`src/hdl/rofb_pkg.sv`:
```
// ----------------------------------------------------------------------------
// rofb_pkg
// Shared widths, codes and types of the raster-operation framebuffer.
// ----------------------------------------------------------------------------
`default_nettype none

package rofb_pkg;

  // Default store dimensions.
  localparam int MAX_WIDTH_DEF  = 1024;
  localparam int MAX_HEIGHT_DEF = 1024;

  // Field widths.
  localparam int OFFSET_W   = 20;
  localparam int PIXEL_W    = 8;
  localparam int STATUS_W   = 2;
  localparam int DIM_W      = 11;
  localparam int POS_W      = 10;
  localparam int ROP_W      = 3;
  localparam int CFG_IDX_W  = 3;
  localparam int CFG_DATA_W = 11;
  // Width of the linear address sum before it is cut to the store depth.
  localparam int LIN_W      = 24;

  // Result status codes.
  typedef logic [STATUS_W-1:0] status_t;
  localparam status_t ST_OK    = 2'd0;
  localparam status_t ST_VIEW  = 2'd1;
  localparam status_t ST_RANGE = 2'd2;

  // Raster operations.
  typedef logic [ROP_W-1:0] rop_t;
  localparam rop_t ROP_SET = 3'd0;
  localparam rop_t ROP_ADD = 3'd1;
  localparam rop_t ROP_SUB = 3'd2;
  localparam rop_t ROP_AND = 3'd3;
  localparam rop_t ROP_OR  = 3'd4;
  localparam rop_t ROP_XOR = 3'd5;

  // Access kind.
  localparam logic OP_WRITE = 1'b1;

  // Register indexes.
  typedef logic [CFG_IDX_W-1:0] cfg_idx_t;
  localparam cfg_idx_t CFG_FB_WIDTH    = 3'd0;
  localparam cfg_idx_t CFG_FB_HEIGHT   = 3'd1;
  localparam cfg_idx_t CFG_VIEW_X      = 3'd2;
  localparam cfg_idx_t CFG_VIEW_Y      = 3'd3;
  localparam cfg_idx_t CFG_VIEW_WIDTH  = 3'd4;
  localparam cfg_idx_t CFG_VIEW_HEIGHT = 3'd5;
  localparam cfg_idx_t CFG_RASTER_OP   = 3'd6;

  // Register reset values.
  localparam logic [DIM_W-1:0] FB_WIDTH_RST    = 11'd1000;
  localparam logic [DIM_W-1:0] FB_HEIGHT_RST   = 11'd1000;
  localparam logic [DIM_W-1:0] VIEW_WIDTH_RST  = 11'd1000;
  localparam logic [DIM_W-1:0] VIEW_HEIGHT_RST = 11'd1000;

  // Configuration as seen by the front and back parts; pitch and rows are
  // already clipped to the store size.
  typedef struct packed {
    logic [DIM_W-1:0] pitch;
    logic [DIM_W-1:0] rows;
    logic [POS_W-1:0] view_x;
    logic [POS_W-1:0] view_y;
    logic [DIM_W-1:0] view_width;
    logic [DIM_W-1:0] view_height;
    rop_t             raster_op;
  } cfg_t;

  // Classified job handed from the front part to the back part.
  typedef struct packed {
    logic                op;
    logic [OFFSET_W-1:0] offset;
    logic [PIXEL_W-1:0]  pixel;
    logic                eot;
    status_t             status;
  } job_t;

endpackage

`default_nettype wire

```
`src/hdl/rofb_fifo.sv`:
```
// ----------------------------------------------------------------------------
// rofb_fifo
// Two-entry job queue between the front and back parts.
// ----------------------------------------------------------------------------
`default_nettype none

module rofb_fifo (
  input  logic           clk,
  input  logic           rst,
  input  logic           push,
  input  rofb_pkg::job_t push_job,
  output logic           full,
  input  logic           pop,
  output rofb_pkg::job_t head,
  output logic           empty
);
  import rofb_pkg::*;

  localparam int DEPTH = 2;
  localparam int PTR_W = $clog2(DEPTH);

  job_t             entries [DEPTH];
  logic [PTR_W-1:0] wr_ptr;
  logic [PTR_W-1:0] rd_ptr;
  logic [PTR_W:0]   count;

  assign full  = (count == (PTR_W+1)'(DEPTH));
  assign empty = (count == '0);
  assign head  = entries[rd_ptr];

  // Pointers and fill level.
  always_ff @(posedge clk) begin
    if (rst) begin
      wr_ptr <= '0;
      rd_ptr <= '0;
      count  <= '0;
    end else begin
      if (push) begin
        wr_ptr <= wr_ptr + 1'b1;
      end
      if (pop) begin
        rd_ptr <= rd_ptr + 1'b1;
      end
      if (push && !pop) begin
        count <= count + 1'b1;
      end else if (pop && !push) begin
        count <= count - 1'b1;
      end
    end
  end

  // Entry storage.
  always_ff @(posedge clk) begin
    if (push) begin
      entries[wr_ptr] <= push_job;
    end
  end

endmodule

`default_nettype wire

```
`config.mk`:
```
export PLATFORM = sky130hd
export DESIGN_NAME = rofb_fifo
export DESIGN_NICKNAME = d
export VERILOG_FILES = /design/src/hdl/rofb_pkg.sv /design/src/hdl/rofb_fifo.sv
export SDC_FILE = /design/constraint.sdc
export NUM_CORES = 1
export LEC_CHECK = 0
export BUFFER_PORTS_ARGS = -buffer_cell sky130_fd_sc_hd__clkbuf_2
export CAP_MARGIN = 10
export CELL_PAD_IN_SITES_DETAIL_PLACEMENT = 0
export CELL_PAD_IN_SITES_GLOBAL_PLACEMENT = 2
export CORE_ASPECT_RATIO = 0.6
export CORE_MARGIN = 2
export CORE_UTILIZATION = 35
export CTS_CLUSTER_SIZE = 20
export DETAILED_ROUTE_END_ITERATION = 10
export PLACE_DENSITY_LB_ADDON = 0.2
export SLEW_MARGIN = 10
export SYNTH_ARGS = -nofsm -noshare
export SYNTH_HDL_FRONTEND = slang
export SYNTH_SLANG_ARGS = --single-unit
```
`constraint.sdc`:
```
create_clock -name clk -period 3.9 [get_ports clk]
set_input_delay 0.195 -clock clk [delete_from_list [all_inputs] [get_ports clk]]
set_output_delay 0.195 -clock clk [all_outputs]
set_load 0.1 [all_outputs]
```
==> flow_summary.yaml, run 1 <==
global_routing:
  grt_antenna_before_repair: 0
  grt_first_pass_wirelength_mm: 7.11
  grt_pass1_vias: 1464
  gr-total-overflow: 0
  groute.usage.overall: 0.121
  pin_count_of_the_biggest_net_entering_global_routing: 33
logic_synthesis:
  mappedNetlistArea_sq_um: 2520
  syn_inst: 122
  yosys.cell_types.count: 17
  syn_nets: 159
  postSynthRegisterBits: 69
  avgSynthCellArea_sq_um: 20.6
  yosysWarnings: 0
  sequential_to_total_area_share_from_yosys_stat: 0.803
floorplanning:
  floorplan.die_area_sq_um: 7910
  core_region_area_sq_um: 6820
  die-width_microns: 113
  die_height_microns: 69.7
  num_rows: 23
  floorplan.initialDensity: 0.369
  num_io_pins: 70
finish:
  nNetsFinal: 237
  mostFrequentLayoutCells: "69 x sky130_fd_sc_hd__clkbuf_2, 64 x sky130_fd_sc_hd__edfxtp_1, 30 x sky130_fd_sc_hd__mux2_2"
  seqCellArea_sq_um: 2020
  layout_commonest_cell: "sky130_fd_sc_hd__clkbuf_2"
  multiInputGateArea_sq_um: 472
  final_layout_size_suffix_gt1_frac: 0.576
  diodes: 0
  filler_cells_inserted: 602
  area.growth.synth_to_final_pct: 29.4
pwr:
  power.static_leakage_nw: 1.25
  seq_power_share: 0.417
  combinational_fraction_of_design_power: 0.217
  power.share.switching: 0.319
  clock_power_share: 0.367
  report.power.total_w: 0.00211
  irDropWorstVdd_v: 0.000247
  internal_power_w: 0.00144
  power.net_switching_w: 0.000672
  power-per-cell-area_nw_per_um2: 647
critical_path:
  worst-endpoint-arrival_ns: 2.04
  crit_type: "register to primary output"
  setup.worst_path.end_class: "primary output"
  timing.critical_path.from_type: "register"
  worstPathRequired_ns: 3.70
  worst-path-max-fanout: 24
timing:
  tns_ns: 0
  min_period_ns: 2.24
  finalHoldViolCount: 0
  clock-skew-final_ns: 0.00716
  period_share: 0.574
  worst_pin_slew_ns: 0.963
  maxClockFrequency_ghz: 0.447
  grt_setup_unrepaired: "no"
  max-slew-margin-rel: 0.357
  finalSetupViolCount: 0
  timing_max_transition_violations_final: 0
run_status:
  result_of_the_run: "finished, final reports clean"
detailed_routing:
  detail-route-antenna-nets: 0
  postRouteWirelength_mm: 4.50
  remaining_drc_errors: 0
  firstDrtPassIters: 5
  drt_iter0_drc: 74
  viasPerCell: 4.55
  route.vias.total: 1329
  wire_per_inst_microns: 15.4
flow_run:
  drv.max_cap_violation_count: 0
clock_network:
  cts_buffers: 9
  clk_latency_ns: 0.32
  postCtsHoldBufs: 0
  path_clk_slew_ns: 0.06
  cts_root_buffer: "sky130_fd_sc_hd__clkbuf_16"
  post_cts_resized: 0
  maximum_buffer_depth_of_the_clock_tree: 2
  cts_max_level: 3
  postCtsSetupBuffers: 0
  cts_tree: "done"
  clock-sinks: 69
placed_design:
  portBuffers: 69
  final_weighted_congestion_of_routability_driven_global_placement: 0.655
  detailedPlacementHpwl_mm: 2.99
min_path:
  holdCritPathClass: "input pin to register"
[state kept, by name, summed over array words and instances (netlist names), named ones only]
register / cells
wr_ptr: 1
count: 2
entries: 64
rd_ptr: 1
[final timing paths]
path	from	to	slack, ns	cells past startpoint
setup / recovery	register	head[13]	1.66	3
hold / removal	push_job[28]	entries[1][28]	0.07	1
hold reg to reg	count[1]	count[1]	0.50	2
setup reg to reg	wr_ptr	entries[0][26]	2.39	1
[worst max-delay path: stages, from the launching register on]
cell and delay (ns):
sky130_fd_sc_hd__dfxtp_1 0.54, sky130_fd_sc_hd__buf_4 0.40, sky130_fd_sc_hd__mux2_2 0.40, sky130_fd_sc_hd__clkbuf_2 0.37
[final cells by class]
class / instances / area share
tap: 87 / 0.0334
clock inverter: 7 / 0.0204
clock buffer: 9 / 0.0691
timing repair buffer: 71 / 0.111
sequential: 69 / 0.621
inverter: 1 / 0.00115
multi-input combinational: 48 / 0.145
[cells in the mapped netlist]
library cell | instances | share of area
sky130_fd_sc_hd__and2_1 | 1 | 0.0025
sky130_fd_sc_hd__xor2_1 | 2 | 0.0070
sky130_fd_sc_hd__or3_1 | 1 | 0.0025
sky130_fd_sc_hd__nor2_1 | 5 | 0.0075
sky130_fd_sc_hd__edfxtp_1 | 64 | 0.76
sky130_fd_sc_hd__a21oi_1 | 1 | 0.0020
sky130_fd_sc_hd__buf_4 | 3 | 0.0089
sky130_fd_sc_hd__and2b_2 | 1 | 0.0035
sky130_fd_sc_hd__mux2_1 | 2 | 0.0089
sky130_fd_sc_hd__mux2_2 | 30 | 0.13
sky130_fd_sc_hd__o21ai_0 | 1 | 0.0020
sky130_fd_sc_hd__clkbuf_2 | 1 | 0.0020
sky130_fd_sc_hd__dfxtp_1 | 5 | 0.040
sky130_fd_sc_hd__xnor2_1 | 2 | 0.0070
sky130_fd_sc_hd__ha_1 | 1 | 0.0050
sky130_fd_sc_hd__nor2b_1 | 1 | 0.0025
sky130_fd_sc_hd__inv_1 | 1 | 0.0015
[power groups by stage]
stage	Sequential, W	Combinational [W]	Clock, W
2_1_floorplan	0.000887	0.000388	0
3_3_place_gp	0.000891	0.000457	0
3_5_place_dp	0.000895	0.000460	0
4_1_cts	0.000880	0.000461	0.000792
5_1_grt	0.000884	0.000474	0.000826
6_report	0.000879	0.000456	0.000773
[cells by family (layout without fill, tap and decap cells)]
| group | count (synthesis) | after routing | share of synthesized area |
|---|---|---|---|
| AO/OA/AOI/OAI | 2 | 2 | 0.00397 |
| XOR/XNOR | 4 | 4 | 0.0139 |
| adder cells (fa/ha/maj) | 1 | 1 | 0.00497 |
| buffers and inverters | 5 | 88 | 0.0124 |
| flip-flops | 69 | 69 | 0.803 |
| multiplexers | 32 | 32 | 0.143 |
| AND/OR/NAND/NOR | 9 | 9 | 0.0184 |
[metrics by stage]
stage               area [sq um]  hold WS, ns  std cells  utilization  setup WS (ns)
floorplan                   2520        0.264        122            -           1.71
global route                3260       0.0584        292        0.478           1.55
detailed placement          2970        0.388        276        0.435           1.97
finish                      3260       0.0664        292        0.478           1.66
global placement            2970        0.385        276        0.435           2.02
CTS                         3260       0.0547        292        0.478           1.62
[per-layer routing]
metal,share of wire,track usage,up-vias,routed length [microns]
met5,0,0,-,0
met2,0.48,0.186,46,2160
met3,0.069,0.0533,5,312
li1,-,-,623,-
met1,0.44,0.152,655,1990
met4,0.0095,0.0447,0,43
No activity file was read; power rests on OpenSTA's default activity.
==> run 2, diff against run 1 <==
--- a/config.mk
+++ b/config.mk
@@ -11,7 +11,7 @@
 export CELL_PAD_IN_SITES_GLOBAL_PLACEMENT = 2
 export CORE_ASPECT_RATIO = 0.6
 export CORE_MARGIN = 2
-export CORE_UTILIZATION = 35
+export CORE_UTILIZATION = 33
 export CTS_CLUSTER_SIZE = 20
 export DETAILED_ROUTE_END_ITERATION = 10
 export PLACE_DENSITY_LB_ADDON = 0.2
==> constraint.sdc (replaced) <==
create_clock -name clk -period 1.87 [get_ports clk]
set_input_delay 0.0935 -clock clk [delete_from_list [all_inputs] [get_ports clk]]
set_output_delay 0.0935 -clock clk [all_outputs]
set_load 0.1 [all_outputs]
==> flow_summary.yaml, run 2 (synthesized netlist as in run 1, its figures left out) <==
detailed_routing:
  drt_iter0_drc: 47
  wire_per_inst_microns: 14.2
  postRouteWirelength_mm: 4.87
  remaining_drc_errors: 0
  viasPerCell: 4.17
  detail-route-antenna-nets: 0
  firstDrtPassIters: 3
  route.vias.total: 1429
clock_network:
  cts_buffers: 9
  cts_root_buffer: "sky130_fd_sc_hd__clkbuf_16"
  clk_latency_ns: 0.32
  cts_max_level: 3
  maximum_buffer_depth_of_the_clock_tree: 2
  postCtsSetupBuffers: 0
  cts_tree: "done"
  post_cts_resized: 0
  clock-sinks: 69
  path_clk_slew_ns: 0.05
  postCtsHoldBufs: 32
critical_path:
  crit_type: "register to primary output"
  worst-path-max-fanout: 24
  worst-endpoint-arrival_ns: 1.55
  longest_individual_stage_delay_on_the_worst_path_ns: 0.41
  worstPathRequired_ns: 1.78
  critical_path.slowest_cell: "sky130_fd_sc_hd__mux2_2"
  timing.critical_path.from_type: "register"
  cp_cell_sequence: "buf_4 -> mux2_2 -> buf_12"
  setup.worst_path.end_class: "primary output"
global_routing:
  grt_pass1_vias: 1557
  pin_count_of_the_biggest_net_entering_global_routing: 33
  grt_first_pass_wirelength_mm: 7.47
  grt_antenna_before_repair: 0
  gr-total-overflow: 0
  groute.usage.overall: 0.124
timing:
  max-slew-margin-rel: 0.641
  maxClockFrequency_ghz: 0.610
  period_share: 0.877
  timing_max_transition_violations_final: 0
  grt_setup_unrepaired: "no"
  finalHoldViolCount: 0
  min_period_ns: 1.64
  pnr_worst_setup_slack_ns: 0.231
  tns_ns: 0
  worst_pin_slew_ns: 0.541
  finalSetupViolCount: 0
  clock-skew-final_ns: 0.00450
floorplanning:
  floorplan.initialDensity: 0.344
  core_region_area_sq_um: 7330
  num_rows: 24
  floorplan.die_area_sq_um: 8370
  num_io_pins: 70
  die-width_microns: 117
  die_height_microns: 71.7
pwr:
  power.static_leakage_nw: 1.57
  irDropWorstVdd_v: 0.000472
  power-per-cell-area_nw_per_um2: 1150
finish:
  final_layout_size_suffix_gt1_frac: 0.498
  area.growth.synth_to_final_pct: 62.3
  layout_top_registers: "entries (64), count (2)"
  nNetsFinal: 271
  mostFrequentLayoutCells: "64 x sky130_fd_sc_hd__edfxtp_1, 37 x sky130_fd_sc_hd__clkbuf_2, 32 x sky130_fd_sc_hd__dlygate4sd3_1, 32 x sky130_fd_sc_hd__buf_12, 30 x sky130_fd_sc_hd__mux2_2"
  layout_commonest_cell: "sky130_fd_sc_hd__edfxtp_1"
  largest_reg_flops: 64
  largest-register: "entries"
  diodes: 0
min_path:
  holdCritPathClass: "input pin to register"
run_status:
  result_of_the_run: "finished, final reports clean"
placed_design:
  detailedPlacementHpwl_mm: 3.08
  place_worst_setup_slack_ns: 0.538
  final_weighted_congestion_of_routability_driven_global_placement: 0.697
  portBuffers: 69
flow_run:
  drv.max_cap_violation_count: 0
-- run 2: cell count changes in the layout (fill, tap and decap cells not counted) --
cell	delta
sky130_fd_sc_hd__buf_12	+32
sky130_fd_sc_hd__buf_4	+2
sky130_fd_sc_hd__clkbuf_1	+1
sky130_fd_sc_hd__clkbuf_2	-32
sky130_fd_sc_hd__clkinv_2	+2
sky130_fd_sc_hd__clkinvlp_4	-3
sky130_fd_sc_hd__dlygate4sd3_1	+32
-- run 2: per-layer routing --
metal / vias up / global-route usage / wire [microns]
met3: 5 / 0.0618 / 342
li1: 694 / - / -
met1: 680 / 0.138 / 2090
met4: 0 / 0.0484 / 27
met5: - / 0 / 0
met2: 50 / 0.206 / 2410
-- run 2: cell type report --
| type | instances | area [sq um] |
|---|---|---|
| clock buffers | 10 | 229 |
| clock inverters | 6 | 53.8 |
| fillers | 591 | 3240 |
| inverters | 1 | 3.75 |
| multi-input cells | 48 | 472 |
| flip-flops and latches | 69 | 2020 |
| well taps | 104 | 130 |
| repair buffers | 105 | 1180 |
-- run 2: worst paths after layout --
| check | from | endpoint | slack, ns | depth (start not counted) |
|---|---|---|---|---|
| worst min-delay path | rst | wr_ptr | 0.01 | 2 |
| worst max-delay path | register | head[9] | 0.23 | 3 |
| worst min register to register | rd_ptr | register | 0.53 | 2 |
| worst max register to register | wr_ptr | entries[1][31] | 0.57 | 2 |
-- run 2: power breakdown --
part	total, W	internal [W]	switching (W)
Sequential	0.00183	0.00180	0.0000280
Clock	0.00157	0.00102	0.000556
Combinational	0.00130	0.000466	0.000836
Total	0.00470	0.00328	0.00142
-- run 2: metrics by stage --
step                      std cells  area (sq um)  utilization  total power (W)  hold WS [ns]
after floorplan                 122          2520            -          0.00266         0.163
after global placement          295          3480        0.475          0.00310         0.282
after detailed placement        295          3480        0.475          0.00311         0.287
after CTS                       343          4090        0.558          0.00476       0.00778
after global routing            343          4090        0.558          0.00487        0.0129
final                           343          4090        0.558          0.00470        0.0137
-- run 2: critical path: cells and delay by family, from the launching register on --
family | cells | cell delay (ns)
buffers and inverters | 2 | 0.49
muxes | 1 | 0.41
DFF | 1 | 0.32
