==> src/hdl/rofb_pkg.sv <==
// ----------------------------------------------------------------------------
// rofb_pkg
// Shared widths, codes and types of the raster-operation framebuffer.
// ----------------------------------------------------------------------------
`default_nettype none

package rofb_pkg;

  // Default store dimensions.
  localparam int MAX_WIDTH_DEF  = 1024;
  localparam int MAX_HEIGHT_DEF = 1024;

  // Field widths.
  localparam int OFFSET_W   = 20;
  localparam int PIXEL_W    = 8;
  localparam int STATUS_W   = 2;
  localparam int DIM_W      = 11;
  localparam int POS_W      = 10;
  localparam int ROP_W      = 3;
  localparam int CFG_IDX_W  = 3;
  localparam int CFG_DATA_W = 11;
  // Width of the linear address sum before it is cut to the store depth.
  localparam int LIN_W      = 24;

  // Result status codes.
  typedef logic [STATUS_W-1:0] status_t;
  localparam status_t ST_OK    = 2'd0;
  localparam status_t ST_VIEW  = 2'd1;
  localparam status_t ST_RANGE = 2'd2;

  // Raster operations.
  typedef logic [ROP_W-1:0] rop_t;
  localparam rop_t ROP_SET = 3'd0;
  localparam rop_t ROP_ADD = 3'd1;
  localparam rop_t ROP_SUB = 3'd2;
  localparam rop_t ROP_AND = 3'd3;
  localparam rop_t ROP_OR  = 3'd4;
  localparam rop_t ROP_XOR = 3'd5;

  // Access kind.
  localparam logic OP_WRITE = 1'b1;

  // Register indexes.
  typedef logic [CFG_IDX_W-1:0] cfg_idx_t;
  localparam cfg_idx_t CFG_FB_WIDTH    = 3'd0;
  localparam cfg_idx_t CFG_FB_HEIGHT   = 3'd1;
  localparam cfg_idx_t CFG_VIEW_X      = 3'd2;
  localparam cfg_idx_t CFG_VIEW_Y      = 3'd3;
  localparam cfg_idx_t CFG_VIEW_WIDTH  = 3'd4;
  localparam cfg_idx_t CFG_VIEW_HEIGHT = 3'd5;
  localparam cfg_idx_t CFG_RASTER_OP   = 3'd6;

  // Register reset values.
  localparam logic [DIM_W-1:0] FB_WIDTH_RST    = 11'd1000;
  localparam logic [DIM_W-1:0] FB_HEIGHT_RST   = 11'd1000;
  localparam logic [DIM_W-1:0] VIEW_WIDTH_RST  = 11'd1000;
  localparam logic [DIM_W-1:0] VIEW_HEIGHT_RST = 11'd1000;

  // Configuration as seen by the front and back parts; pitch and rows are
  // already clipped to the store size.
  typedef struct packed {
    logic [DIM_W-1:0] pitch;
    logic [DIM_W-1:0] rows;
    logic [POS_W-1:0] view_x;
    logic [POS_W-1:0] view_y;
    logic [DIM_W-1:0] view_width;
    logic [DIM_W-1:0] view_height;
    rop_t             raster_op;
  } cfg_t;

  // Classified job handed from the front part to the back part.
  typedef struct packed {
    logic                op;
    logic [OFFSET_W-1:0] offset;
    logic [PIXEL_W-1:0]  pixel;
    logic                eot;
    status_t             status;
  } job_t;

endpackage

`default_nettype wire

==> src/hdl/rofb_if.sv <==
// ----------------------------------------------------------------------------
// rofb channel interfaces
// Request, response and configuration channels with valid/ready handshakes.
// ----------------------------------------------------------------------------
`default_nettype none

interface rofb_in_if;
  logic                          valid;
  logic                          ready;
  logic                          operation;
  logic [rofb_pkg::OFFSET_W-1:0] offset;
  logic [rofb_pkg::PIXEL_W-1:0]  pixel_in;
  logic                          end_of_transfer;

  modport source (output valid, operation, offset, pixel_in, end_of_transfer,
                  input ready);
  modport sink   (input valid, operation, offset, pixel_in, end_of_transfer,
                  output ready);
endinterface


`default_nettype wire

==> src/hdl/rofb_front.sv <==
// ----------------------------------------------------------------------------
// rofb_front
// Accepts requests, checks the viewport and the offset, and queues jobs.
// ----------------------------------------------------------------------------
`default_nettype none

module rofb_front (
  input  logic           clk,
  input  logic           rst,
  input  rofb_pkg::cfg_t cfg,
  input  logic           clearing,
  rofb_in_if.sink        req,
  input  logic           full,
  output logic           push,
  output rofb_pkg::job_t job
);
  import rofb_pkg::*;

  logic                hold_valid;
  logic                hold_op;
  logic [OFFSET_W-1:0] hold_offset;
  logic [PIXEL_W-1:0]  hold_pixel;
  logic                hold_eot;
  logic [DIM_W:0]      x_end;
  logic [DIM_W:0]      y_end;
  logic [2*DIM_W-1:0]  area;
  logic                accept;

  assign accept    = req.valid && req.ready;
  assign push      = hold_valid && !full;
  // No requests while the store is being cleared after reset.
  assign req.ready = !clearing && (!hold_valid || !full);

  // Holding register occupancy.
  always_ff @(posedge clk) begin
    if (rst) begin
      hold_valid <= 1'b0;
    end else if (accept) begin
      hold_valid <= 1'b1;
    end else if (push) begin
      hold_valid <= 1'b0;
    end
  end

  // Holding register payload.
  always_ff @(posedge clk) begin
    if (accept) begin
      hold_op     <= req.operation;
      hold_offset <= req.offset;
      hold_pixel  <= req.pixel_in;
      hold_eot    <= req.end_of_transfer;
    end
  end

  // Classification: the viewport must fit, and the offset must lie inside it.
  // A zero viewport width or height gives a zero area, so every offset fails.
  always_comb begin
    x_end = (DIM_W+1)'(cfg.view_x) + (DIM_W+1)'(cfg.view_width);
    y_end = (DIM_W+1)'(cfg.view_y) + (DIM_W+1)'(cfg.view_height);
    area  = (2*DIM_W)'(cfg.view_width) * (2*DIM_W)'(cfg.view_height);
    job.op     = hold_op;
    job.offset = hold_offset;
    job.pixel  = hold_pixel;
    job.eot    = hold_eot;
    priority if ((x_end > (DIM_W+1)'(cfg.pitch)) || (y_end > (DIM_W+1)'(cfg.rows))) begin
      job.status = ST_VIEW;
    end else if ((2*DIM_W)'(hold_offset) >= area) begin
      job.status = ST_RANGE;
    end else begin
      job.status = ST_OK;
    end
  end

endmodule

`default_nettype wire

==> src/flat_wrapper.sv <==
// flat-port wrapper written by rule: the top's interface ports become plain ports
module rofb_front_flat import rofb_pkg::*;
  (clk, rst, cfg, clearing, full, push, job, req_valid, req_operation, req_offset, req_pixel_in, req_end_of_transfer, req_ready);
  rofb_in_if req_i ();
  input  logic clk;
  input  logic rst;
  input  rofb_pkg::cfg_t cfg;
  input  logic clearing;
  input  logic full;
  output logic push;
  output rofb_pkg::job_t job;
  input wire logic [$bits(req_i.valid)-1:0] req_valid;
  input wire logic [$bits(req_i.operation)-1:0] req_operation;
  input wire logic [$bits(req_i.offset)-1:0] req_offset;
  input wire logic [$bits(req_i.pixel_in)-1:0] req_pixel_in;
  input wire logic [$bits(req_i.end_of_transfer)-1:0] req_end_of_transfer;
  output wire logic [$bits(req_i.ready)-1:0] req_ready;
  assign req_i.valid = req_valid;
  assign req_i.operation = req_operation;
  assign req_i.offset = req_offset;
  assign req_i.pixel_in = req_pixel_in;
  assign req_i.end_of_transfer = req_end_of_transfer;
  assign req_ready = req_i.ready;
  rofb_front u_core (.clk(clk), .rst(rst), .cfg(cfg), .clearing(clearing), .req(req_i), .full(full), .push(push), .job(job));
endmodule
==> config.mk <==
export PLATFORM = sky130hd
export DESIGN_NAME = rofb_front_flat
export DESIGN_NICKNAME = d
export VERILOG_FILES = /design/src/hdl/rofb_pkg.sv /design/src/hdl/rofb_if.sv /design/src/hdl/rofb_front.sv /design/src/flat_wrapper.sv
export SDC_FILE = /design/constraint.sdc
export NUM_CORES = 1
export LEC_CHECK = 0
export BUFFER_PORTS_ARGS = -buffer_cell sky130_fd_sc_hd__buf_4
export CORE_ASPECT_RATIO = 0.75
export CORE_MARGIN = 2
export CORE_UTILIZATION = 60
export CTS_BUF_LIST = sky130_fd_sc_hd__clkbuf_4 sky130_fd_sc_hd__clkbuf_8
export DETAILED_ROUTE_END_ITERATION = 6
export PLACE_DENSITY_LB_ADDON = 0.12
export SLEW_MARGIN = 15
export SYNTH_ARGS = -nofsm -noshare
export SYNTH_HDL_FRONTEND = slang
export SYNTH_SLANG_ARGS = --single-unit
==> constraint.sdc <==
create_clock -name clk -period 14.4 [get_ports clk]
set_input_delay 0.72 -clock clk [delete_from_list [all_inputs] [get_ports clk]]
set_output_delay 0.72 -clock clk [all_outputs]
set_load 0.01 [all_outputs]
==> key figures, run 1 <==
Routing
  • Wire per inst: between 15 and 20 um
  • DR vias/cell: about 5.6
  • Initial DRC Count: 300
  • TritonRoute pass-1 iters: 5
  • Met1 Routed Length: around 6300 um
  • Post-route DRC: 0
  • Metal2 WL: a little under 8000 um
  • Max Used Layer: met4
  • Routed Antenna Nets: 0
  • Total number of vias: roughly 5600
  • Post-Route WL: ~15000 um
  • Met3 routed WL: ~920 um

Critical path
  • Critical Path Stages: 27
  • Cell family with the largest share of critical-path delay: adder cells
  • Crit path top cell by count: fa_1
  • CP Data Arrival Time: 6.89 ns
  • WP buf/inv: 5
  • RR Endpoint: u_core.hold_offset[8]
  • Slowest-stage cell, CP: fa_1
  • CP Capture Type: output port
  • Crit path from: cfg[13]
  • Max stage delay on crit path: between 0.5 and 0.6 ns
  • Worst-case reg-to-reg path depth: 3
  • Startpoint types: input pin
  • Worst setup path endpoint: job[1]
  • R2r startpoint: u_core.hold_valid
  • Max FO, Critical Path: 14
  • WS Path Type: in2out
  • WP data required: roughly 14 ns
  • R2R Setup Slk: about 13 ns

Worst hold path
  • Worst Hold Class: reg2reg

Timing
  • Final Critical Period: ~7.6 ns
  • Setup-failing EPs final: 0
  • Unrepaired setup endpoints after global routing: false
  • Setup TNS: 0 ns
  • Max-slew violation count: 0
  • Setup Skew: about 0.0047 ns
  • Slew @ Worst Pin: ~0.58 ns
  • FMAX: around 130 MHz
  • Relative slew slack: 0.611
  • Hold Vio Cnt, Final: 0
  • Final worst slack: between 6 and 7 ns
  • Period utilization: 0.528

Power and ir drop
  • VDD IR-drop max: 0.106 mV
  • Total Power: approximately 1.2 mW
  • P_leak: ~4.2 nW
  • Pwr Density: roughly 150 mW/mm^2

Floorplan
  • Ports: 136
  • Starting Density: 0.617
  • Row Count: 33
  • DIE HEIGHT: between 90 and 100 um
  • Core area: roughly 0.011 mm^2
  • Die area: ~0.012 mm^2
  • Die Wd: roughly 130 um

Clock network
  • Postcts setup bufs: 0
  • Clock transition at path regs: about 0.06 ns
  • CTS Root Cell: clkbuf_8
  • Clock sink total: 31
  • Longest Clk Path Bufs: 2
  • CTS tree: yes
  • PostCTS Resize Cnt: 0
  • H-tree levels: 2
  • CTS buffer count: 5
  • CTS Hold Buffers Added: 0
  • Clk Latency, worst-skew pair: about 0.28 ns

Layout
  • Area Growth Syn to Fin: 17.3%
  • Fin util: 0.724
  • Layout cells sized above 1: 0.169
  • Nets: between 1000 and 1500
  • Number of fill cells: a little over 800
  • # diodes: 0

Synth
  • #FFs+latches synth: 31
  • Yosys warns: 0
  • Mean area per synthesized cell: around 9.2 um^2
  • Post-synth top area cell: fa_1
  • Synth Flop Type: edfxtp_1
  • Cell variety after synth: 48
  • Number of synthesized flops with an enable pin: 30
  • Sequential-to-total area share from yosys stat: 0.136
  • Mapped Area: about 0.0068 mm^2
  • Main area contributors after synthesis: fa_1 24%, ha_1 23%, edfxtp_1 13%
  • Share of the synthesized area in the top cell type: 0.243
  • Synthesized Nets: 1042
  • Cells after synthesis: around 740
  • Post-synth ARST share: 0

Place
  • Port bufs: 132
  • DP Worst Slack: ~6.8 ns
  • Detailed placer's ending HPWL: 12800 um
  • Placer congestion estimate: between 0.8 and 0.9

Global route
  • Largest net degree at the start of global routing: 32
  • Initial antenna violation count: 0
  • Total Routing Usage GR: 0.255
  • Vias in the first global route: 5638
  • First-pass GRT wire length: roughly 25000 um
  • GR Overflow Total: 0

Job
  • Max Cap Viol: 0

Run status
  • Status: complete, no violations
layout make-up:
| class | instances | area (um^2) | area share |
|---|---|---|---|
| multi-input cells | 557 | 5270 | 0.665 |
| repair buffers | 133 | 998 | 0.126 |
| flip-flops and latches | 31 | 921 | 0.116 |
| inverters | 124 | 465 | 0.0587 |
| well taps | 140 | 175 | 0.0221 |
| clock buffers | 7 | 90.1 | 0.0114 |
| clock inverters | 1 | 5.00 | 0.000632 |
registers in the layout, summed over array words and instances (netlist names):
signal	count
u_core.hold_valid	1
u_core.hold_offset	20
u_core.hold_pixel	8
u_core.hold_op	1
u_core.hold_eot	1
report_power, final:
part | internal [mW] | switching, mW | total, mW | leakage [nW]
Sequential | 0.104 | 0.00186 | 0.106 | 0.289
Clock | 0.0404 | 0.0319 | 0.0723 | 0.0517
Combinational | 0.441 | 0.546 | 0.987 | 3.83
Total | 0.585 | 0.580 | 1.16 | 4.17
tightest hold or removal path, delay by kind of cell (launching register included):
family	cells	cell delay (ns)
AOI/OAI and AO/OA	1	0.07
and+or+nand+nor	1	0.07
DFF	1	0.35
worst min-delay path by stage:
stage / start / to / slack [ns] / cells past startpoint
after floorplan: u_core.hold_valid / u_core.hold_valid / 0.47 / 2
after global routing: rst / u_core.hold_valid / 0.58 / 2
final: u_core.hold_valid / u_core.hold_valid / 0.52 / 2
after global placement: u_core.hold_valid / u_core.hold_valid / 0.48 / 2
after CTS: u_core.hold_valid / u_core.hold_valid / 0.53 / 2
after detailed placement: u_core.hold_valid / u_core.hold_valid / 0.51 / 2
routing by layer:
metal / vias up / track usage
li1: 2676 / -
met3: 22 / 0.0450
met5: - / 0
met1: 2730 / 0.341
met4: 0 / 0.0421
met2: 145 / 0.447
Yosys cell counts, types with 7 or more instances:
cell type  number
xnor2_1        16
fa_1           82
a21o_1         17
xor2_1         16
nor3_1         13
a21oi_1        33
ha_1          122
clkbuf_1       22
and3_1          9
nand4_1        11
inv_1         124
nand2b_1        7
o21ai_0        13
nand2_1        69
and2_1         66
edfxtp_1       30
nor2_1         22
cell usage in the layout (no fill, tap or decap), types with 3 or more instances in the layout:
cell / Yosys / final
and2_1: 66 / 66
o31a_1: 3 / 3
xnor2_1: 16 / 16
o21bai_1: 4 / 4
clkbuf_8: 0 / 6
buf_4: 2 / 133
fa_1: 82 / 82
nor3_1: 13 / 13
nand3_1: 3 / 3
a21o_1: 17 / 17
a21oi_1: 33 / 33
nor2b_1: 6 / 6
nand2_1: 69 / 69
o211ai_1: 5 / 5
nor2_1: 22 / 22
o21a_1: 5 / 5
edfxtp_1: 30 / 30
and3_1: 9 / 9
a2111oi_0: 5 / 5
nand4_1: 11 / 11
nand2b_1: 7 / 7
inv_1: 124 / 124
o21ai_0: 13 / 13
a211oi_1: 4 / 4
ha_1: 122 / 122
xor2_1: 16 / 16
kinds of logic after synthesis:
group	share of synthesized area
compound gates	0.108
xor+xnor	0.0415
fa+ha+maj	0.469
buf+inv	0.0834
flops	0.136
simple gates	0.161
per-stage QoR:
stage | hold slack (ns) | std cells | cell area (um^2)
6_report | 0.518 | 993 | 7920
5_1_grt | 0.581 | 993 | 7920
4_1_cts | 0.526 | 993 | 7920
3_5_place_dp | 0.510 | 985 | 7830
3_3_place_gp | 0.483 | 985 | 7830
2_1_floorplan | 0.471 | 736 | 6750
No activity file was read; power rests on OpenSTA's default activity.
==> inputs of run 2 (changes only) <==
CORE_UTILIZATION = 53   (was 60)
clock period = 6.9 ns   (was 14.4 ns; I/O delays follow)
==> run 2 against run 1 <==
Effect of this change: via count decreased by 1.1%; count of clock-buffer cells in the layout stayed put; utilization decreased by 7.8 points; first-iteration DRC count decreased by 31%; setup slack lost 6.4 ns; final cell count is 2.7% higher; register-to-register slack got worse by 7.5 ns; clock power rose by 100%; non-clock buffer count grew 1; combinational power increased by 110%; sequential power increased by 110%.
==> key figures, run 2 (synthesis gave the netlist of run 1 again) <==
Place
  • Port bufs: 132
  • Post-Place Cells: 1012
  • Placer congestion estimate: 0.820
  • DP Worst Slack: 0.274 ns
  • Detailed placer's ending HPWL: 12900 um

Global route
  • Initial antenna violation count: 1
  • First-pass GRT wire length: between 20000 and 25000 um
  • Vias in the first global route: 5458
  • GR Overflow Total: 0
  • Total Routing Usage GR: 0.228
  • Largest net degree at the start of global routing: 32

Timing
  • Period utilization: 0.947
  • Final Critical Period: roughly 6.5 ns
  • Max-slew violation count: 0
  • Unrepaired setup endpoints after global routing: false
  • Setup Skew: slightly above 0.004 ns
  • Final worst slack: approximately 0.37 ns
  • Hold Vio Cnt, Final: 0
  • FMAX: ~150 MHz
  • Setup-failing EPs final: 0
  • Setup TNS: 0 ns
  • Slew @ Worst Pin: 0.722 ns
  • Relative slew slack: 0.506

Routing
  • Total number of vias: ~5500
  • Post-Route WL: roughly 15000 um
  • Routed Antenna Nets: 0
  • DR vias/cell: about 5.4
  • Post-route DRC: 0
  • Wire per inst: around 15 um
  • Initial DRC Count: 207
  • TritonRoute pass-1 iters: 5

Power and ir drop
  • Clock power share: 0.060
  • Switching power: 1.21 mW
  • P_leak: 4.17 nW
  • Total internal power: 1.23 mW
  • Reg power frac: 0.090
  • Logic pwr share: 0.849
  • Pwr Density: 306 mW/mm^2
  • Switching Fraction: 0.494
  • VDD IR-drop max: roughly 0.23 mV

Clock network
  • Clock sink total: 31
  • CTS Root Cell: clkbuf_8
  • CTS buffer count: 5
  • Clock transition at path regs: ~0.06 ns
  • Longest Clk Path Bufs: 2
  • CTS tree: yes
  • CTS Hold Buffers Added: 0
  • Clk Latency, worst-skew pair: ~0.28 ns
  • H-tree levels: 2

Critical path
  • WP data required: 6.55 ns
  • CP Data Arrival Time: just over 6 ns
  • R2R Setup Slk: approximately 5.6 ns
  • Max stage delay on crit path: between 0.5 and 0.6 ns
  • Crit path top cell by count: fa_1
  • Slowest-stage cell, CP: fa_1
  • Startpoint types: input pin
  • CP Capture Type: output port
  • Max FO, Critical Path: 14
  • WS Path Type: in2out

Floorplan
  • Die area: 0.0137 mm^2
  • Core area: around 0.012 mm^2
  • Ports: ~140
  • DIE HEIGHT: between 100 and 150 um
  • Row Count: 35
  • Die Wd: between 100 and 150 um
  • Starting Density: 0.547

Layout
  • Layout cells sized above 1: 0.172
  • Fin util: 0.646
  • # diodes: 0
  • Largest registers: u_core.hold_offset: 20 flops, u_core.hold_pixel: 8 flops
  • Area Growth Syn to Fin: 18.2%
  • Leading cell types in the layout, fill and taps excluded: 134 x buf_4, 124 x inv_1, 122 x ha_1
  • Post-Layout Cell Count: about 1000
  • Biggest register: u_core.hold_offset
  • Max reg flops: 20
  • Most common cell after layout, fill and taps aside: buf_4
  • Nets: about 1200

Run status
  • Status: complete, no violations

Worst hold path
  • Worst Hold Class: in2reg

Job
  • Max Cap Viol: 0
==> run 2: routing by layer <==
layer	vias up	track usage	wire [um]	part of all wire
met1	2704	0.318	6810	0.45
met3	12	0.0405	813	0.053
met4	2	0.0389	116	0.0076
li1	2671	-	-	-
met5	-	0	13	0.00085
met2	125	0.381	7480	0.49
==> run 2: worst paths after layout <==
check / start / end / cells past startpoint
setup / recovery: cfg[13] / job[1] / 26
hold / removal: rst / u_core.hold_valid / 2
setup reg to reg: u_core.hold_valid / u_core.hold_offset[13] / 3
hold reg to reg: u_core.hold_valid / u_core.hold_valid / 2
==> run 2: through the flow <==
step                instance area (um^2)  hold WS (ns)  total power [mW]
floorplan                           6750         0.417              1.79
global placement                    7870         0.486              2.16
global route                        7980         0.199              2.74
finish                              7980         0.214              2.44
CTS                                 7960         0.204              2.43
detailed placement                  7870         0.515              2.26
==> run 2: area by class of cell <==
type,count,area (um^2)
inverters,124,465
clock inverters,1,5.00
flip-flops and latches,31,921
repair buffers,134,1010
fillers,1092,4370
well taps,166,208
multi-input cells,557,5290
clock buffers,7,90.1
==> run 2: what timing repair did <==
action	in CTS	in global routing
setup endpoints to repair	0	1
resized for setup	0	4
buffers inserted	0	0
==> run 2: power groups by stage <==
stage / combinational, mW / sequential (mW) / clock (mW)
3_3_place_gp: 1.94 / 0.224 / 0
3_5_place_dp: 2.03 / 0.224 / 0
6_report: 2.07 / 0.220 / 0.147
4_1_cts: 2.06 / 0.220 / 0.153
5_1_grt: 2.36 / 0.221 / 0.161
2_1_floorplan: 1.57 / 0.227 / 0
==> run 2: worst max-delay path, delay by kind of cell <==
family | cells | cell delay (ns)
fa+ha+maj | 7 | 3.29
compound gates | 9 | 1.63
xor+xnor | 1 | 0.14
simple gates | 4 | 0.32
buf+inv | 5 | 0.46
==> inputs of run 3 (changes only) <==
ABC_AREA = 1   (was unset)
clock period = 5.3 ns   (was 6.9 ns; I/O delays follow)
==> run 3 against run 2 <==
Effect of this change: the flow now finishes with violations (setup timing); cell area increased by 18%; via count increased by 19%; final cell count increased by 30%; die area increased by 7.3%; routed wire length increased by 10%.
==> key figures, run 3 <==
Timing
  • Max-slew violation count: 0
  • Period utilization: 1.07
  • FMAX: between 150 and 200 MHz
  • Relative slew slack: 0.731
  • Setup-failing EPs final: 1
  • Unrepaired setup endpoints after global routing: true
  • Slew @ Worst Pin: 0.404 ns
  • Final Critical Period: around 5.7 ns
  • Hold Vio Cnt, Final: 0
  • Setup Skew: slightly above 0.008 ns
  • Final worst slack: -0.383 ns
  • Setup TNS: -0.383 ns

Floorplan
  • Starting Density: 0.550
  • Row Count: 36
  • Ports: about 140
  • Die area: between 0.01 and 0.015 mm^2
  • DIE HEIGHT: 105 um
  • Die Wd: roughly 140 um
  • Core area: approximately 0.013 mm^2

Power and ir drop
  • Total Power: 4.51 mW
  • VDD IR-drop max: between 0.4 and 0.5 mV
  • Pwr Density: between 400 and 500 mW/mm^2
  • Switching Fraction: 0.474
  • Reg power frac: 0.064
  • Clock power share: 0.053
  • Switching power: about 2.1 mW
  • P_leak: between 5 and 6 nW
  • Total internal power: 2.37 mW
  • Logic pwr share: 0.883

Worst hold path
  • Hold Startpoint: req_offset[18]
  • WHS Endpoint: u_core.hold_offset[18]
  • Worst Hold Class: in2reg
  • Cells on Worst Hold Path: 1

Critical path
  • WP buf/inv: 4
  • CP Data Arrival Time: approximately 5.4 ns
  • Slowest-stage cell, CP: fa_1
  • WS Path Type: in2out
  • CP Capture Type: output port
  • WP data required: around 5.0 ns
  • R2R Setup Slk: ~4.0 ns
  • Crit path top cell by count: nand2_1
  • Worst-case reg-to-reg path depth: 4
  • R2r startpoint: u_core.hold_valid
  • Cell family with the largest share of critical-path delay: adder cells
  • Max FO, Critical Path: 9
  • RR Endpoint: u_core.hold_offset[9]
  • Startpoint types: input pin
  • Max stage delay on crit path: 0.57 ns

Layout
  • Biggest register: u_core.hold_offset
  • Leading cell types in the layout, fill and taps excluded: 247 x inv_1, 227 x nand2_1, 195 x buf_4
  • # diodes: 0
  • Finished Cell Area: between 0.009 and 0.01 mm^2
  • Max reg flops: 20
  • Area Growth Syn to Fin: 29.9%
  • Layout cells sized above 1: 0.248
  • Number of fill cells: ~1100
  • Largest registers: u_core.hold_offset: 20 flops, u_core.hold_pixel: 8 flops
  • Most common cell after layout, fill and taps aside: inv_1
  • Nets: ~1500
  • Fin util: 0.714

Place
  • Port bufs: roughly 130
  • Placer congestion estimate: ~0.90
  • Detailed placer's ending HPWL: 14600 um
  • Placed cell area: roughly 0.009 mm^2
  • DP Worst Slack: -0.517 ns

Global route
  • Initial antenna violation count: 0
  • GR Overflow Total: 0
  • Total Routing Usage GR: 0.233
  • Vias in the first global route: roughly 6400
  • First-pass GRT wire length: 28600 um
  • Largest net degree at the start of global routing: 32

Clock network
  • Longest Clk Path Bufs: 2
  • CTS buffer count: 5
  • H-tree levels: 2
  • CTS Hold Buffers Added: 0
  • CTS tree: yes
  • Clock sink total: 31
  • Clk Latency, worst-skew pair: roughly 0.28 ns
  • CTS Root Cell: clkbuf_8
  • Clock transition at path regs: roughly 0.07 ns

Synth
  • Synth cell count leaders: 252 x inv_1, 240 x nand2_1, 122 x ha_1
  • Adder-cell area share of the yosys netlist: 0.436
  • Post-synth top area cell: fa_1
  • Cells after synthesis: between 900 and 1000
  • Post-synth ARST share: 0
  • Post-synthesis mux area share: 0
  • Number of synthesized flops with an enable pin: 30
  • Most common cell in the netlist: inv_1
  • Largest family of logic cells by synthesized area: adder cells
  • Main area contributors after synthesis: fa_1 23%, ha_1 21%, inv_1 13%
  • Mean area per synthesized cell: 7.58 um^2
  • Cell variety after synth: 40
  • Share of the synthesized area in the top cell type: 0.226
  • Sequential-to-total area share from yosys stat: 0.127
  • Synth Area in Compound Gates: 0.0655
  • Synth Flop Type: edfxtp_1
  • Mapped Area: 0.00726 mm^2
  • XOR/XNOR Fraction of Synth Area: 0.0410
  • Yosys warns: 0
  • Synthesized Nets: ~1300
  • #FFs+latches synth: 31
  • Simple-gate share of the synthesized area: 0.184

Job
  • Max Cap Viol: 0

Routing
  • Routed Antenna Nets: 0
  • Total number of vias: 6574
  • Post-route DRC: 0
  • Initial DRC Count: 333
  • Wire per inst: around 13 um
  • TritonRoute pass-1 iters: 5
  • DR vias/cell: between 4 and 5
  • Post-Route WL: between 15000 and 20000 um

Run status
  • Status: finished, violations left
  • Failing checks: setup timing
-- run 3: cell count changes after synthesis, moves of 11 or more --
cell	previous run	this run
and2_1	66	0
inv_1	124	252
nand2_1	69	240
nor2_1	22	33
nand3_1	3	28
a21o_1	17	3
-- run 3: cell families after synthesis --
family,count (synthesis)
adder cells (fa/ha/maj),204
XOR/XNOR,34
flip-flops,31
AO/OA/AOI/OAI,80
buffers and inverters,281
AND/OR/NAND/NOR,328
-- run 3: worst max-delay path by stage --
| stage | from | slack (ns) | endpoint | cells after the start |
|---|---|---|---|---|
| 2_1_floorplan | cfg[17] | 0.0004 | job[1] | 29 |
| 3_3_place_gp | cfg[6] | -0.38 | job[1] | 29 |
| 3_5_place_dp | cfg[6] | -0.52 | job[1] | 29 |
| 4_1_cts | cfg[21] | -0.42 | job[1] | 28 |
| 5_1_grt | cfg[17] | -0.63 | job[1] | 31 |
| 6_report | cfg[18] | -0.38 | job[1] | 28 |
-- run 3: repair_timing --
action,in CTS,in global routing
pin swaps,36,23
hold endpoints to repair,0,0
setup endpoints to repair,1,1
gates resized for setup,37,16
buffers inserted,10,0
-- run 3: cell type report --
cell class                      count  area (um^2)  area share
Clock inverter                      2         35.0     0.00372
Multi-Input combinational cell    646         5500       0.583
Timing Repair Buffer              213         1710       0.182
Sequential cell                    31          921      0.0977
Tap cell                          171          214      0.0227
Inverter                          257          965       0.102
Clock buffer                        6         82.6     0.00876
-- run 3: per-stage QoR --
step                      instances  hold WS, ns
after CTS                      1326        0.142
after detailed placement       1308        0.444
final                          1326        0.153
after global placement         1308        0.443
after global routing           1326        0.130
after floorplan                 958        0.364
-- run 3: power groups by stage --
stage          combinational (mW)  clock (mW)  sequential [mW]
6_report                     3.98       0.241            0.287
4_1_cts                      3.86       0.246            0.287
3_3_place_gp                 3.60           0            0.292
3_5_place_dp                 3.67           0            0.293
5_1_grt                      4.48       0.262            0.288
2_1_floorplan                2.48           0            0.297
-- run 3: per-layer routing --
metal  GRT usage  wire [um]
met1       0.347       7790
met2       0.373       7770
met3      0.0359       1150
met4      0.0224        107
met5           0          0
